**src/rtl/core/xcau_pkg.sv**
```systemverilog
// ----------------------------------------------------------------------------
// xcau_pkg
// Shared types and constants for the E8 call-address untranslate block.
// ----------------------------------------------------------------------------
package xcau_pkg;

	localparam int          TAIL_BYTES   = 10;
	localparam int          FILL_W       = 4;
	localparam int          OPERAND_BYTES = 4;
	localparam logic [7:0]  CALL_OPCODE  = 8'hE8;
	localparam logic [2:0]  SKIP_OPERAND = 3'd4;
	localparam logic [31:0] OFF_LIMIT    = 32'h4000_0000;

	// per-stage control of the delay line
	typedef struct packed {
		logic shift;  // take the neighbor's byte
		logic ins;    // load the incoming byte
		logic rw;     // load a rewritten operand byte
	} cell_ctl_t;

	typedef enum logic [1:0] {
		MODE_RUN,
		MODE_FLUSH,
		MODE_PRE_FLUSH
	} mode_t;

endpackage

```
**src/rtl/core/xcau_cell.sv**
```systemverilog
// ----------------------------------------------------------------------------
// xcau_cell
// One byte stage of the delay line; shifts toward the output end.
// ----------------------------------------------------------------------------
module xcau_cell
	import xcau_pkg::*;
(
	input  logic       clk,
	input  cell_ctl_t  ctl,
	input  logic [7:0] next_byte,  // from the younger neighbor
	input  logic [7:0] ins_byte,
	input  logic [7:0] rw_byte,
	output logic [7:0] byte_q
);

	always_ff @(posedge clk) begin
		if (ctl.ins) begin
			byte_q <= ins_byte;
		end else if (ctl.rw) begin
			byte_q <= rw_byte;
		end else if (ctl.shift) begin
			byte_q <= next_byte;
		end
	end

endmodule

```
**src/rtl/core/xcau_xlat.sv**
```systemverilog
// ----------------------------------------------------------------------------
// xcau_xlat
// Operand translation: absolute call target back to relative displacement.
// ----------------------------------------------------------------------------
module xcau_xlat
	import xcau_pkg::*;
(
	input  logic [31:0] operand,
	input  logic [31:0] position,
	input  logic [31:0] xlat_size,
	output logic        hit,
	output logic [31:0] value
);

	logic below;
	logic above;

	assign below = operand < xlat_size;
	assign above = operand > ~position;
	assign hit   = below || above;
	assign value = below ? (operand - position) : (operand + xlat_size);

endmodule

```
**src/rtl/core/x86_call_address_untranslate.sv**
```systemverilog
// ----------------------------------------------------------------------------
// x86_call_address_untranslate
// Undoes the E8 call-address translation on a decompressed byte stream.
// ----------------------------------------------------------------------------
// Throughput: one byte per cycle while a chunk streams and the output is not
//   stalled; a chunk end adds a flush of up to 10 held bytes with input stalled.
// A byte enters the output register when the 10th later byte of its chunk is
//   accepted, or when a flush drains it; set by the 10-stage delay line.
// Stream start inside an unfinished chunk costs a flush of the held bytes.
// Reset (arst_n low) clears position, fill, skip, filter-off, size, output.
// ----------------------------------------------------------------------------
module x86_call_address_untranslate
	import xcau_pkg::*;
(
	input  logic        clk,
	input  logic        arst_n,
	// configuration: translation size
	input  logic        cfg_we,
	input  logic [31:0] cfg_wdata,
	// input stream
	input  logic        s_tvalid,
	output logic        s_tready,
	input  logic [7:0]  s_tdata,   // [7:0] data_byte
	input  logic        s_tlast,   // chunk_end
	input  logic        s_tuser,   // stream_start
	// output stream
	output logic        m_tvalid,
	input  logic        m_tready,
	output logic [7:0]  m_tdata,   // [7:0] out_byte
	output logic        m_tlast    // chunk_last
);

	// state
	mode_t             mode_q, mode_d;
	logic [FILL_W-1:0] fill_q, fill_d;
	logic [31:0]       pos_q, pos_d;       // position of the oldest held byte
	logic [2:0]        skip_q, skip_d;     // operand bytes left unscanned
	logic              off_q, off_d;
	logic [31:0]       tsize_q;
	logic [7:0]        pend_byte_q;        // byte parked during pre-flush
	logic              pend_last_q;
	logic              pend_load;

	// output register
	logic              out_valid_q;
	logic [7:0]        out_byte_q;
	logic              out_last_q;

	// delay line
	logic [7:0]        cell_byte [TAIL_BYTES];
	cell_ctl_t         cell_ctl  [TAIL_BYTES];
	logic              shift_en;
	logic              ins_en;
	logic [FILL_W-1:0] ins_idx;
	logic [7:0]        ins_byte;
	logic              rw_en;

	// translation
	logic [31:0]       operand;
	logic              xl_hit;
	logic [31:0]       xl_value;

	// handshake
	logic              advance;
	logic              accept;
	logic              emit;
	logic              emit_last;

	assign advance  = !out_valid_q || m_tready;
	assign s_tready = advance && (mode_q == MODE_RUN);
	assign accept   = s_tvalid && s_tready;

	assign operand = {cell_byte[4], cell_byte[3], cell_byte[2], cell_byte[1]};

	xcau_xlat u_xlat (
		.operand    (operand),
		.position   (pos_q),
		.xlat_size  (tsize_q),
		.hit        (xl_hit),
		.value      (xl_value)
	);

	// next state and delay-line control
	always_comb begin
		mode_d    = mode_q;
		fill_d    = fill_q;
		pos_d     = pos_q;
		skip_d    = skip_q;
		off_d     = off_q;
		pend_load = 1'b0;
		emit      = 1'b0;
		emit_last = 1'b0;
		shift_en  = 1'b0;
		ins_en    = 1'b0;
		ins_idx   = fill_q;
		ins_byte  = s_tdata;
		rw_en     = 1'b0;
		unique case (mode_q)
			MODE_RUN: begin
				if (accept) begin
					if (s_tuser && fill_q != '0) begin
						// unfinished chunk: drain it before taking the byte
						pend_load = 1'b1;
						mode_d    = MODE_PRE_FLUSH;
					end else begin
						if (s_tuser) begin
							pos_d  = '0;
							off_d  = 1'b0;
							skip_d = '0;
						end
						if (fill_q == FILL_W'(TAIL_BYTES)) begin
							// line full: oldest byte leaves, scanned first
							emit     = 1'b1;
							shift_en = 1'b1;
							pos_d    = pos_q + 32'd1;
							ins_idx  = FILL_W'(TAIL_BYTES - 1);
							if (skip_q != '0) begin
								skip_d = skip_q - 3'd1;
							end else if (cell_byte[0] == CALL_OPCODE &&
								     tsize_q != '0 && !off_q) begin
								skip_d = SKIP_OPERAND;
								rw_en  = xl_hit;
							end
						end else begin
							fill_d = fill_q + FILL_W'(1);
						end
						ins_en = 1'b1;
						if (s_tlast) begin
							mode_d = MODE_FLUSH;
						end
					end
				end
			end
			MODE_FLUSH: begin
				if (advance) begin
					emit      = 1'b1;
					emit_last = (fill_q == FILL_W'(1));
					shift_en  = 1'b1;
					fill_d    = fill_q - FILL_W'(1);
					pos_d     = pos_q + 32'd1;
					if (emit_last) begin
						mode_d = MODE_RUN;
						skip_d = '0;
						off_d  = off_q || (pos_d >= OFF_LIMIT);
					end
				end
			end
			MODE_PRE_FLUSH: begin
				if (advance) begin
					emit      = 1'b1;
					emit_last = (fill_q == FILL_W'(1));
					shift_en  = 1'b1;
					fill_d    = fill_q - FILL_W'(1);
					pos_d     = pos_q + 32'd1;
					if (emit_last) begin
						// new stream begins with the parked byte
						pos_d    = '0;
						off_d    = 1'b0;
						skip_d   = '0;
						ins_en   = 1'b1;
						ins_idx  = '0;
						ins_byte = pend_byte_q;
						fill_d   = FILL_W'(1);
						mode_d   = pend_last_q ? MODE_FLUSH : MODE_RUN;
					end
				end
			end
			default: begin
				mode_d = MODE_RUN;
			end
		endcase
	end

	// delay line as a chain of stages, oldest at index 0
	for (genvar i = 0; i < TAIL_BYTES; i++) begin : g_line
		logic [7:0] nb;
		logic [7:0] rb;
		if (i < TAIL_BYTES - 1) begin : g_mid
			assign nb = cell_byte[i+1];
		end else begin : g_end
			assign nb = 8'h00;
		end
		// rewritten operand lands one stage older than its source
		if (i < OPERAND_BYTES) begin : g_op
			assign rb = xl_value[8*i +: 8];
		end else begin : g_nop
			assign rb = 8'h00;
		end
		assign cell_ctl[i].shift = shift_en;
		assign cell_ctl[i].ins   = ins_en && (ins_idx == FILL_W'(i));
		assign cell_ctl[i].rw    = rw_en && (i < OPERAND_BYTES);

		xcau_cell u_cell (
			.clk       (clk),
			.ctl       (cell_ctl[i]),
			.next_byte (nb),
			.ins_byte  (ins_byte),
			.rw_byte   (rb),
			.byte_q    (cell_byte[i])
		);
	end

	// control registers
	always_ff @(posedge clk or negedge arst_n) begin
		if (!arst_n) begin
			mode_q      <= MODE_RUN;
			fill_q      <= '0;
			pos_q       <= '0;
			skip_q      <= '0;
			off_q       <= 1'b0;
			tsize_q     <= '0;
			out_valid_q <= 1'b0;
		end else begin
			mode_q <= mode_d;
			fill_q <= fill_d;
			pos_q  <= pos_d;
			skip_q <= skip_d;
			off_q  <= off_d;
			if (cfg_we) begin
				tsize_q <= cfg_wdata;
			end
			if (advance) begin
				out_valid_q <= emit;
			end
		end
	end

	// payload registers
	always_ff @(posedge clk) begin
		if (pend_load) begin
			pend_byte_q <= s_tdata;
			pend_last_q <= s_tlast;
		end
		if (advance && emit) begin
			out_byte_q <= cell_byte[0];
			out_last_q <= emit_last;
		end
	end

	assign m_tvalid = out_valid_q;
	assign m_tdata  = out_byte_q;
	assign m_tlast  = out_last_q;

	// checks
	a_fill_bound: assert property (@(posedge clk) disable iff (!arst_n)
		fill_q <= FILL_W'(TAIL_BYTES))
		else $error("delay line overfilled");

	a_skip_bound: assert property (@(posedge clk) disable iff (!arst_n)
		skip_q <= SKIP_OPERAND)
		else $error("operand skip count out of range");

	a_flush_nonempty: assert property (@(posedge clk) disable iff (!arst_n)
		mode_q != MODE_RUN |-> fill_q != '0)
		else $error("flush with empty delay line");

	a_flush_blocks: assert property (@(posedge clk) disable iff (!arst_n)
		mode_q != MODE_RUN |-> !s_tready)
		else $error("input taken during flush");

	a_last_ends_flush: assert property (@(posedge clk) disable iff (!arst_n)
		advance && emit && emit_last |=> fill_q == '0 || fill_q == FILL_W'(1))
		else $error("chunk end flush left bytes behind");

endmodule

```
**config.mk**
```make
export PLATFORM = sky130hd
export DESIGN_NAME = x86_call_address_untranslate
export DESIGN_NICKNAME = d
export VERILOG_FILES = /design/src/rtl/core/xcau_pkg.sv /design/src/rtl/core/xcau_cell.sv /design/src/rtl/core/xcau_xlat.sv /design/src/rtl/core/x86_call_address_untranslate.sv
export SDC_FILE = /design/constraint.sdc
export NUM_CORES = 1
export LEC_CHECK = 0
export ABC_AREA = 1
export BUFFER_PORTS_ARGS = -buffer_cell sky130_fd_sc_hd__buf_4
export CELL_PAD_IN_SITES_DETAIL_PLACEMENT = 1
export CELL_PAD_IN_SITES_GLOBAL_PLACEMENT = 1
export CORE_ASPECT_RATIO = 1.75
export CORE_MARGIN = 5
export CORE_UTILIZATION = 35
export CTS_CLUSTER_SIZE = 40
export DETAILED_ROUTE_END_ITERATION = 6
export HOLD_SLACK_MARGIN = 0.12
export PLACE_DENSITY_LB_ADDON = 0.1
export RECOVER_POWER = 25
export SYNTH_ARGS = -nofsm -noshare
export SYNTH_HDL_FRONTEND = slang
export SYNTH_SLANG_ARGS = --single-unit
```
**constraint.sdc**
```tcl
create_clock -name clk -period 3.9 [get_ports clk]
set_clock_uncertainty 0.1 [all_clocks]
set_input_delay 0.585 -clock clk [delete_from_list [all_inputs] [get_ports clk]]
set_output_delay 0.585 -clock clk [all_outputs]
set_load 0.005 [all_outputs]
```
==> flow_summary.ini, run 1 <==
[cts]
path_clk_slew_ps = 80
cts_made_buffers = 17
cts_max_level = 4
root_buffer = clkbuf_16
clockBufferDepth = 2
cts_tree = yes
clock_sinks = 173
clk_latency_ps = 460

[detailed_routing]
remaining_drc_errors = 0
drt_iter0_drc = 452
antenna_left = 0
vias = 12800
vias_per_cell = 5.26
drt_pass1_iterations = 4
wl_per_cell_um = 21.4
wirelength_um = 52000

[setup_path]
cp_data_required_time_ps = 3990
cp.arrival_ps = 4080
cp_num_buf_inv = 2
crit_path_max_incr_delay_ps = 470
crit_chain = ha_4, nand2_2, inv_2, nand3_4, a31oi_4, nor2_4, nand2_4, nand2_4, nand2_8, buf_12, nand2_1, o21ai_2, ha_4, a21oi_2, o21ai_2, a21oi_2, o21ai_2, nand3_2, nand3_2, xnor2_1, nand2_1, nand2_1, o21ai_1
cp-start-kind = flip-flop
worst-path-max-fanout = 6
critPathKind = flip-flop to flip-flop
end_kind = flip-flop
cp_slowest_cell = edfxtp_1
cp_top_family = compound AO/OA/AOI/OAI gates

[outcome]
violations = max-capacitance violations, max-slew violations, negative setup slack
status = finished with violations

[yosys]
synth_most_common_cell = nand2_1
synth.avg_cell_area_um2 = 7.97
syn_nets = 1740
yosys.area.top_type_share_pct = 23.3
ys_warn_count = 0
syn_inst = 1585
yosys.area.top_type = edfxtp_1
synth_area_um2 = 12600
seq_area_frac_synth_pct = 38.2
ys_ff_latch = 173
synth.cells.most_frequent = 343 x nand2_1, 152 x inv_1, 149 x nor2_1
synth_edf_count = 98
synth-main-ff-cell = edfxtp_1
synthTopCellsByArea = edfxtp_1 23%, dfrtp_1 15%, ha_1 11%
synth_cell_types = 53
async_flop_share_pct = 43.4

[job]
maxCapViolations = 2

[global_route]
grt_overflow = 0
grt_pass1_vias = 14100
grt_start_max_net_pins = 65
grt_pass1_wl_um = 78100
grt_usage_pct = 25.4
antenna_found_initial = 1

[pwr]
netSwitchingFraction_pct = 47.2
power_switching_mw = 8.96
irDropWorstVdd_mv = 0.411
clockPowerShare_pct = 9.2
p_per_area_nw_per_um2 = 1040
p_seq_share_pct = 16.7
p_int_mw = 10.0
leakage_nw = 8.10
comb_power_share_pct = 74.0

[placement]
place.gp.congestion = 0.917
place_inst = 2351
hpwl_um = 39600
io_buffers = 57
dp_slack_ps = -562

[timing]
min_period_ps = 3990
fmax_mhz = 251
holdWs_ps = 233
max_slew_margin_pct = -77.6
worst_slew_pin_slew_ps = 2660
maxSlewViolCount = 121
rsz0062_at_grt = yes
min_period_over_period_pct = 102
setup_viol = 13
final-hold-violation-count = 0
layout_setup_ws_ps = -87.1

[hold_path]
worstHoldPathType = input port to flip-flop

[finish]
diodes = 0
areaGrowthSynthToFinish_pct = 43.9
drive_gt1_share_pct = 37.3
final_nets = 2099
final_cell_count_no_fill = 2427

[floorplanning]
dieArea_um2 = 40100
core-area_um2 = 35800
ios = 58
start_util_pct = 35.3
die_y_um = 261
rows = 92
die_width_um = 154
==> through the flow <==
| step | util [%] | TNS [ps] | cell area [µm²] | power [mW] |
|---|---|---|---|---|
| finish | 50.8 | -535 | 18200 | 19.0 |
| global route | 50.8 | -3120 | 18200 | 20.1 |
| CTS | 48.2 | -712 | 17300 | 17.3 |
| detailed placement | 43.5 | -8540 | 15600 | 13.1 |
| global placement | 43.5 | -7030 | 15600 | 12.9 |
| floorplan | - | 0 | 12600 | 8.18 |
==> cell usage in the layout (no fill, tap or decap), drive strengths merged <==
cell and count:
nand4 30, nor3b 1, mux2i 6, o21bai 5, nand2 351, a32oi 1, o211ai 17, buf 369
inv 174, dfrtp 75, o2111ai 1, a31oi 5, nor4 10, a31o 1, a211oi 1, clkinv 5
nand3b 5, xor2 61, fa 1, nor2 161, a22oi 7, clkbuf 28, or2 6, a21oi 103
nor3 29, nand3 56, a21o 3, ha 107, edfxtp 98, xnor2 13, o21a 6, o22ai 35
o21ai 186
==> final timing paths <==
kind / startpoint / endpoint / slack [ps] / depth (start not counted)
max: g_line[2].u_cell.byte_q[7] / g_line[3].u_cell.byte_q[2] / -90 / 23
min: s_tdata[6] / pend_byte_q[6] / 230 / 1
max reg2reg: g_line[2].u_cell.byte_q[7] / g_line[3].u_cell.byte_q[2] / -90 / 23
min reg2reg: g_line[0].u_cell.byte_q[2] / m_tdata[2] / 360 / 0
max in group asynchronous: arst_n / pos_q[13] / 2060 / 2
min in group asynchronous: arst_n / pos_q[3] / 470 / 1
==> registers in the layout (all words and copies together), names as in the netlist <==
signal,flops
pend_last_q,1
m_tdata,8
skip_q,3
pend_byte_q,8
m_tvalid,1
m_tlast,1
off_q,1
mode_q,2
pos_q,32
tsize_q,32
g_line.u_cell.byte_q,80
fill_q,4
==> metal layers <==
layer	vias up	share of wire (%)	global-route usage, %
met5	-	0.025	0
met4	2	5.7	13.0
met3	118	2.1	2.93
met2	206	55	50.1
met1	6290	37	25.8
li1	6146	-	-
==> layout make-up <==
class	count	area, µm²
Fill cell	4229	17600
Inverter	164	632
Sequential cell	173	4820
Multi-Input combinational cell	1208	8530
Tap cell	470	588
Clock buffer	17	425
Clock inverter	15	138
Timing Repair Buffer	380	3040
==> logic make-up after synthesis <==
| kind of cell | synth area share, % |
|---|---|
| fa+ha+maj | 10.8 |
| mux | 0.476 |
| compound gates | 16.3 |
| flops | 38.2 |
| xor+xnor | 5.13 |
| buf+inv | 6.66 |
| simple gates | 22.5 |
==> power groups by stage <==
stage,sequential [mW],combinational (mW),clock (mW)
finish,3.18,14.0,1.76
floorplan,3.17,5.01,0
global route,3.24,15.0,1.85
detailed placement,3.19,9.88,0
CTS,3.16,12.3,1.78
global placement,3.17,9.70,0
==> worst reg2reg max path: cells and delay by family, from the launching register on <==
family	cells	cell delay, ps
adders and majority gates	2	590
xor gates and xnor gates	1	160
AOI/OAI and AO/OA	7	1170
buffers and inverters	2	240
and+or+nand+nor	11	1000
DFF	1	470
==> what timing repair did <==
action                     CTS  global route
pin swaps                   83            74
gates resized for setup    256           175
setup endpoints to repair   27            27
hold buffers                 0             0
buffers inserted            21            23
cloned                       5             0
No activity file was read; power rests on OpenSTA's default activity.
==> run 2, diff against run 1 <==
--- a/config.mk
+++ b/config.mk
@@ -6,14 +6,17 @@
 export NUM_CORES = 1
 export LEC_CHECK = 0
 export ABC_AREA = 1
+export ABC_CLOCK_PERIOD_IN_PS = 3900
 export BUFFER_PORTS_ARGS = -buffer_cell sky130_fd_sc_hd__buf_4
 export CELL_PAD_IN_SITES_DETAIL_PLACEMENT = 1
 export CELL_PAD_IN_SITES_GLOBAL_PLACEMENT = 1
 export CORE_ASPECT_RATIO = 1.75
 export CORE_MARGIN = 5
 export CORE_UTILIZATION = 35
+export CTS_CLUSTER_DIAMETER = 100
 export CTS_CLUSTER_SIZE = 40
 export DETAILED_ROUTE_END_ITERATION = 6
+export GPL_TIMING_DRIVEN = 0
 export HOLD_SLACK_MARGIN = 0.12
 export PLACE_DENSITY_LB_ADDON = 0.1
 export RECOVER_POWER = 25
==> flow_summary.ini, run 2 (same netlist as run 1, synthesis figures left out) <==
[detailed_routing]
vias = 12100
wirelength_um = 50100
vias_per_cell = 5.34
remaining_drc_errors = 0
drt_iter0_drc = 582
antenna_left = 0
wl_per_cell_um = 22.1
drt_pass1_iterations = 5

[finish]
drive_gt1_share_pct = 27.6
final_nets = 1933
final_cell_mix = 305 x nand2_1, 155 x buf_4, 130 x inv_1
fill_cells = 4224
diodes = 0
areaGrowthSynthToFinish_pct = 30.8
top_register = g_line.u_cell.byte_q
final_cell_count_no_fill = 2261
reg_top3 = g_line.u_cell.byte_q x80, pos_q x32, tsize_q x32
layout_commonest_cell = nand2_1
largest_reg_flops = 80

[cts]
clk_latency_ps = 470
root_buffer = clkbuf_16
path_clk_slew_ps = 80
clock_sinks = 173
cts_tree = yes
cts_max_level = 4
ctsHoldBuffers = 0
cts_made_buffers = 17
clockBufferDepth = 2

[timing]
worst_slew_pin_slew_ps = 2220
setup_viol = 25
min_period_over_period_pct = 111
final-hold-violation-count = 0
holdWs_ps = 223
fmax_mhz = 231
layout_setup_ws_ps = -432
maxSlewViolCount = 76
min_period_ps = 4330
rsz0062_at_grt = yes
max_slew_margin_pct = -48.3

[pwr]
netSwitchingFraction_pct = 49.5
p_int_mw = 8.64
clockPowerShare_pct = 11.0
totalPowerFinal_mw = 17.1
power_switching_mw = 8.46
leakage_nw = 7.15
p_per_area_nw_per_um2 = 1040
comb_power_share_pct = 69.8
irDropWorstVdd_mv = 0.422
p_seq_share_pct = 19.2

[global_route]
grt_pass1_wl_um = 73500
antenna_found_initial = 0
grt_pass1_vias = 13000
grt_overflow = 0
grt_start_max_net_pins = 76
grt_usage_pct = 24.1

[setup_path]
ff2ff_path_depth = 25
regToRegEndpoint = g_line[2].u_cell.byte_q[7]
cpMostUsedCell = nand2_2
crit_end = g_line[2].u_cell.byte_q[7]
crit_path_max_incr_delay_ps = 500
critPathKind = flip-flop to flip-flop
cp_data_required_time_ps = 3960
cp.arrival_ps = 4390
cp_slowest_cell = edfxtp_1
worst-path-max-fanout = 5
cp-startpoint = g_line[2].u_cell.byte_q[3]
reg2reg_from = g_line[2].u_cell.byte_q[3]
reg2reg_slack_ps = -430
end_kind = flip-flop
cp-start-kind = flip-flop

[floorplanning]
ios = 58
core-area_um2 = 35800
rows = 92
die_y_um = 261
die_width_um = 154
dieArea_um2 = 40100
start_util_pct = 35.3

[placement]
place_inst = 2114
hpwl_um = 37900
io_buffers = 56
place.gp.congestion = 0.886

[job]
maxCapViolations = 1

[outcome]
violations = max-capacitance violations, max-slew violations, negative setup slack
status = finished with violations

[hold_path]
worstHoldPathType = input port to flip-flop
[run 2: cell count changes in the layout (fill, tap and decap cells not counted), moves of 9 or more]
cell / previous run / this run
ha_1: 73 / 82
nand2_2: 46 / 31
clkbuf_1: 5 / 19
nand2_1: 283 / 305
ha_4: 31 / 15
o21ai_2: 29 / 18
o21ai_1: 78 / 87
buf_4: 343 / 155
[run 2: critical path, delay by kind of cell (launching register included)]
family                   cells  cell delay [ps]
adder cells (fa/ha/maj)      2              670
AND/OR/NAND/NOR             13             1250
AO/OA/AOI/OAI                5              750
XOR/XNOR                     1              100
flip-flops                   1              500
buffers and inverters        4              620
[run 2: power groups by stage]
stage / logic [mW] / registers, mW / clock network (mW)
after floorplan: 5.01 / 3.17 / 0
after global placement: 7.27 / 3.41 / 0
after detailed placement: 7.35 / 3.42 / 0
after CTS: 10.4 / 3.27 / 1.92
after global routing: 12.7 / 3.33 / 1.99
final: 11.9 / 3.29 / 1.88
[run 2: how the worst min path moves through the flow]
stage          depth (start not counted)                  startpoint           to  slack, ps
3_5_place_dp                           0  g_line[0].u_cell.byte_q[2]   m_tdata[2]        340
3_3_place_gp                           0  g_line[0].u_cell.byte_q[3]   m_tdata[3]        340
2_1_floorplan                          0                      arst_n    fill_q[0]        190
5_1_grt                                1                     s_tlast  pend_last_q        210
6_report                               3               cfg_wdata[22]  tsize_q[22]        220
4_1_cts                                1                     s_tlast  pend_last_q        180
[run 2: metrics by stage]
stage	util [%]	worst slack, ps	setup TNS [ps]	cell area [µm²]
floorplan	-	6.67	0	12600
global route	46.1	-523	-9380	16500
CTS	44.2	-265	-3580	15800
finish	46.1	-432	-6430	16500
detailed placement	38.2	-2270	-55290	13700
global placement	38.1	-2280	-55640	13600
[run 2: layout make-up]
class | instances | area, µm² | share of cell area [%]
inverter | 164 | 631 | 3.82
sequential | 173 | 4820 | 29.2
tap | 470 | 588 | 3.56
clock buffer | 17 | 425 | 2.58
buffer | 40 | 333 | 2.02
timing repair buffer | 174 | 1350 | 8.14
clock inverter | 15 | 200 | 1.21
multi-input combinational | 1208 | 8170 | 49.5
[run 2: what timing repair did]
action,in CTS,in global routing
resized for setup,253,117
setup endpoints to repair,63,28
pin swaps,78,66
cloned,2,0
buffers inserted,79,34
[run 2: routing by layer]
metal	wire length (µm)	global-route usage, %	up-vias	part of all wire (%)
met2	28800	49.4	206	58
met1	18000	24.1	5938	36
li1	-	-	5822	-
met3	1060	2.48	108	2.1
met5	0	0	-	0
met4	2150	10.0	0	4.3
==> run 3, diff against run 2 <==
--- a/config.mk
+++ b/config.mk
@@ -7,7 +7,6 @@
 export LEC_CHECK = 0
 export ABC_AREA = 1
 export ABC_CLOCK_PERIOD_IN_PS = 3900
-export BUFFER_PORTS_ARGS = -buffer_cell sky130_fd_sc_hd__buf_4
 export CELL_PAD_IN_SITES_DETAIL_PLACEMENT = 1
 export CELL_PAD_IN_SITES_GLOBAL_PLACEMENT = 1
 export CORE_ASPECT_RATIO = 1.75
@@ -16,7 +15,7 @@
 export CTS_CLUSTER_DIAMETER = 100
 export CTS_CLUSTER_SIZE = 40
 export DETAILED_ROUTE_END_ITERATION = 6
-export GPL_TIMING_DRIVEN = 0
+export DONT_BUFFER_PORTS = 1
 export HOLD_SLACK_MARGIN = 0.12
 export PLACE_DENSITY_LB_ADDON = 0.1
 export RECOVER_POWER = 25
==> flow_summary.ini, run 3 (same netlist as run 1, synthesis figures left out) <==
[setup_path]
cp_top_family = compound AO/OA/AOI/OAI gates
cp_data_required_time_ps = 3980
end_kind = flip-flop
cp_num_buf_inv = 6
crit_path_max_incr_delay_ps = 390
critPathKind = flip-flop to flip-flop
cp_slowest_cell = dfrtp_1
cpMostUsedCell = nand2_1
worst-path-max-fanout = 6
cp.arrival_ps = 4270
cp-start-kind = flip-flop

[cts]
clock_sinks = 173
cts_max_level = 4
path_clk_slew_ps = 80
cts_made_buffers = 17
clk_latency_ps = 460
root_buffer = clkbuf_16
clockBufferDepth = 2
cts_tree = yes

[outcome]
violations = max-capacitance violations, max-slew violations, negative setup slack
status = finished with violations

[global_route]
use_met2_pct = 49.6
busiest_layer = met2
grt_pass1_wl_um = 75800
grt_overflow = 0
grt_pass1_vias = 13500
antenna_found_initial = 2
gr-usage-met1_pct = 26.1
grt_usage_pct = 24.7
grt_start_max_net_pins = 76
grt_use_met3_pct = 2.53

[finish]
layout_commonest_cell = nand2_1
diodes = 0
final_nets = 2039
final_cell_mix = 301 x nand2_1, 252 x buf_4, 136 x inv_1
areaGrowthSynthToFinish_pct = 39.7
final_cell_count_no_fill = 2367
drive_gt1_share_pct = 32.1
fill_cells = 4243
top_register = g_line.u_cell.byte_q
post-route-util_pct = 49.3
largest_reg_flops = 80
reg_top3 = g_line.u_cell.byte_q x80, pos_q x32, tsize_q x32

[timing]
maxSlewViolCount = 76
max_slew_margin_pct = -51.5
fmax_mhz = 239
setup_viol = 22
min_period_ps = 4180
worst_slew_pin_slew_ps = 2270
min_period_over_period_pct = 107
holdWs_ps = 149
layout_setup_ws_ps = -284
final-hold-violation-count = 0
rsz0062_at_grt = yes

[placement]
place_inst = 2282
place.gp.congestion = 0.889
hpwl_um = 39900
io_buffers = 0

[pwr]
totalPowerFinal_mw = 18.8
p_per_area_nw_per_um2 = 1070
irDropWorstVdd_mv = 0.488
leakage_nw = 7.74

[floorplanning]
core-area_um2 = 35800
ios = 58
rows = 92
die_y_um = 261
die_width_um = 154
start_util_pct = 35.3
dieArea_um2 = 40100

[detailed_routing]
wl_per_cell_um = 22.0
wirelength_um = 52100
drt_pass1_iterations = 4
remaining_drc_errors = 0
antenna_left = 0
vias_per_cell = 5.35
vias = 12700
drt_iter0_drc = 434

[hold_path]
worstHoldPathType = input port to flip-flop

[job]
maxCapViolations = 1
run 3: changes by cell type in the layout (fill, tap and decap cells not counted), sizes merged:
cell	delta
buf	+100
dlygate4sd3	+10
clkbuf	-4
clkinv	-3
inv	+3
run 3: final timing paths:
path | startpoint | endpoint | slack (ps) | depth (start not counted)
setup / recovery | tsize_q[19] | g_line[2].u_cell.byte_q[2] | -280 | 25
hold / removal | cfg_we | tsize_q[4] | 150 | 1
setup reg to reg | tsize_q[19] | g_line[2].u_cell.byte_q[2] | -280 | 25
hold reg to reg | g_line[0].u_cell.byte_q[4] | m_tdata[4] | 360 | 0
max in group asynchronous | arst_n | tsize_q[29] | 1090 | 2
min in group asynchronous | arst_n | pos_q[3] | 1260 | 2
run 3: where the power goes:
| group | total, mW | switching [mW] | internal [mW] |
|---|---|---|---|
| Combinational | 13.7 | 7.62 | 6.11 |
| Clock | 1.87 | 0.880 | 0.985 |
| Sequential | 3.21 | 0.360 | 2.85 |
| Total | 18.8 | 8.86 | 9.95 |
run 3: layer usage:
layer	routed length, µm	vias to the layer above
met5	21	-
met4	2560	4
met3	1460	120
met2	29100	228
met1	19000	6274
li1	-	6026
run 3: final cells by class:
type | instances | area, µm² | area share [%]
repair buffers | 320 | 2570 | 14.6
clock buffers | 17 | 425 | 2.41
flip-flops and latches | 173 | 4820 | 27.3
well taps | 470 | 588 | 3.33
multi-input cells | 1208 | 8410 | 47.7
inverters | 164 | 631 | 3.58
clock inverters | 15 | 193 | 1.09
run 3: what timing repair did:
| item | CTS | global route |
|---|---|---|
| pin swaps | 56 | 104 |
| hold buffers | 11 | 0 |
| setup endpoints to repair | 26 | 27 |
| endpoints found under the hold margin | 84 | 0 |
| gates resized for setup | 178 | 214 |
| buffers inserted | 14 | 34 |
| gates cloned | 1 | 1 |
run 3: per-stage QoR:
stage / area, µm² / TNS (ps) / worst slack, ps
6_report: 17600 / -3410 / -284
5_1_grt: 17600 / -6870 / -457
4_1_cts: 16500 / -2810 / -235
3_5_place_dp: 15000 / -9360 / -610
3_3_place_gp: 15000 / -7820 / -538
2_1_floorplan: 12600 / 0 / 6.67
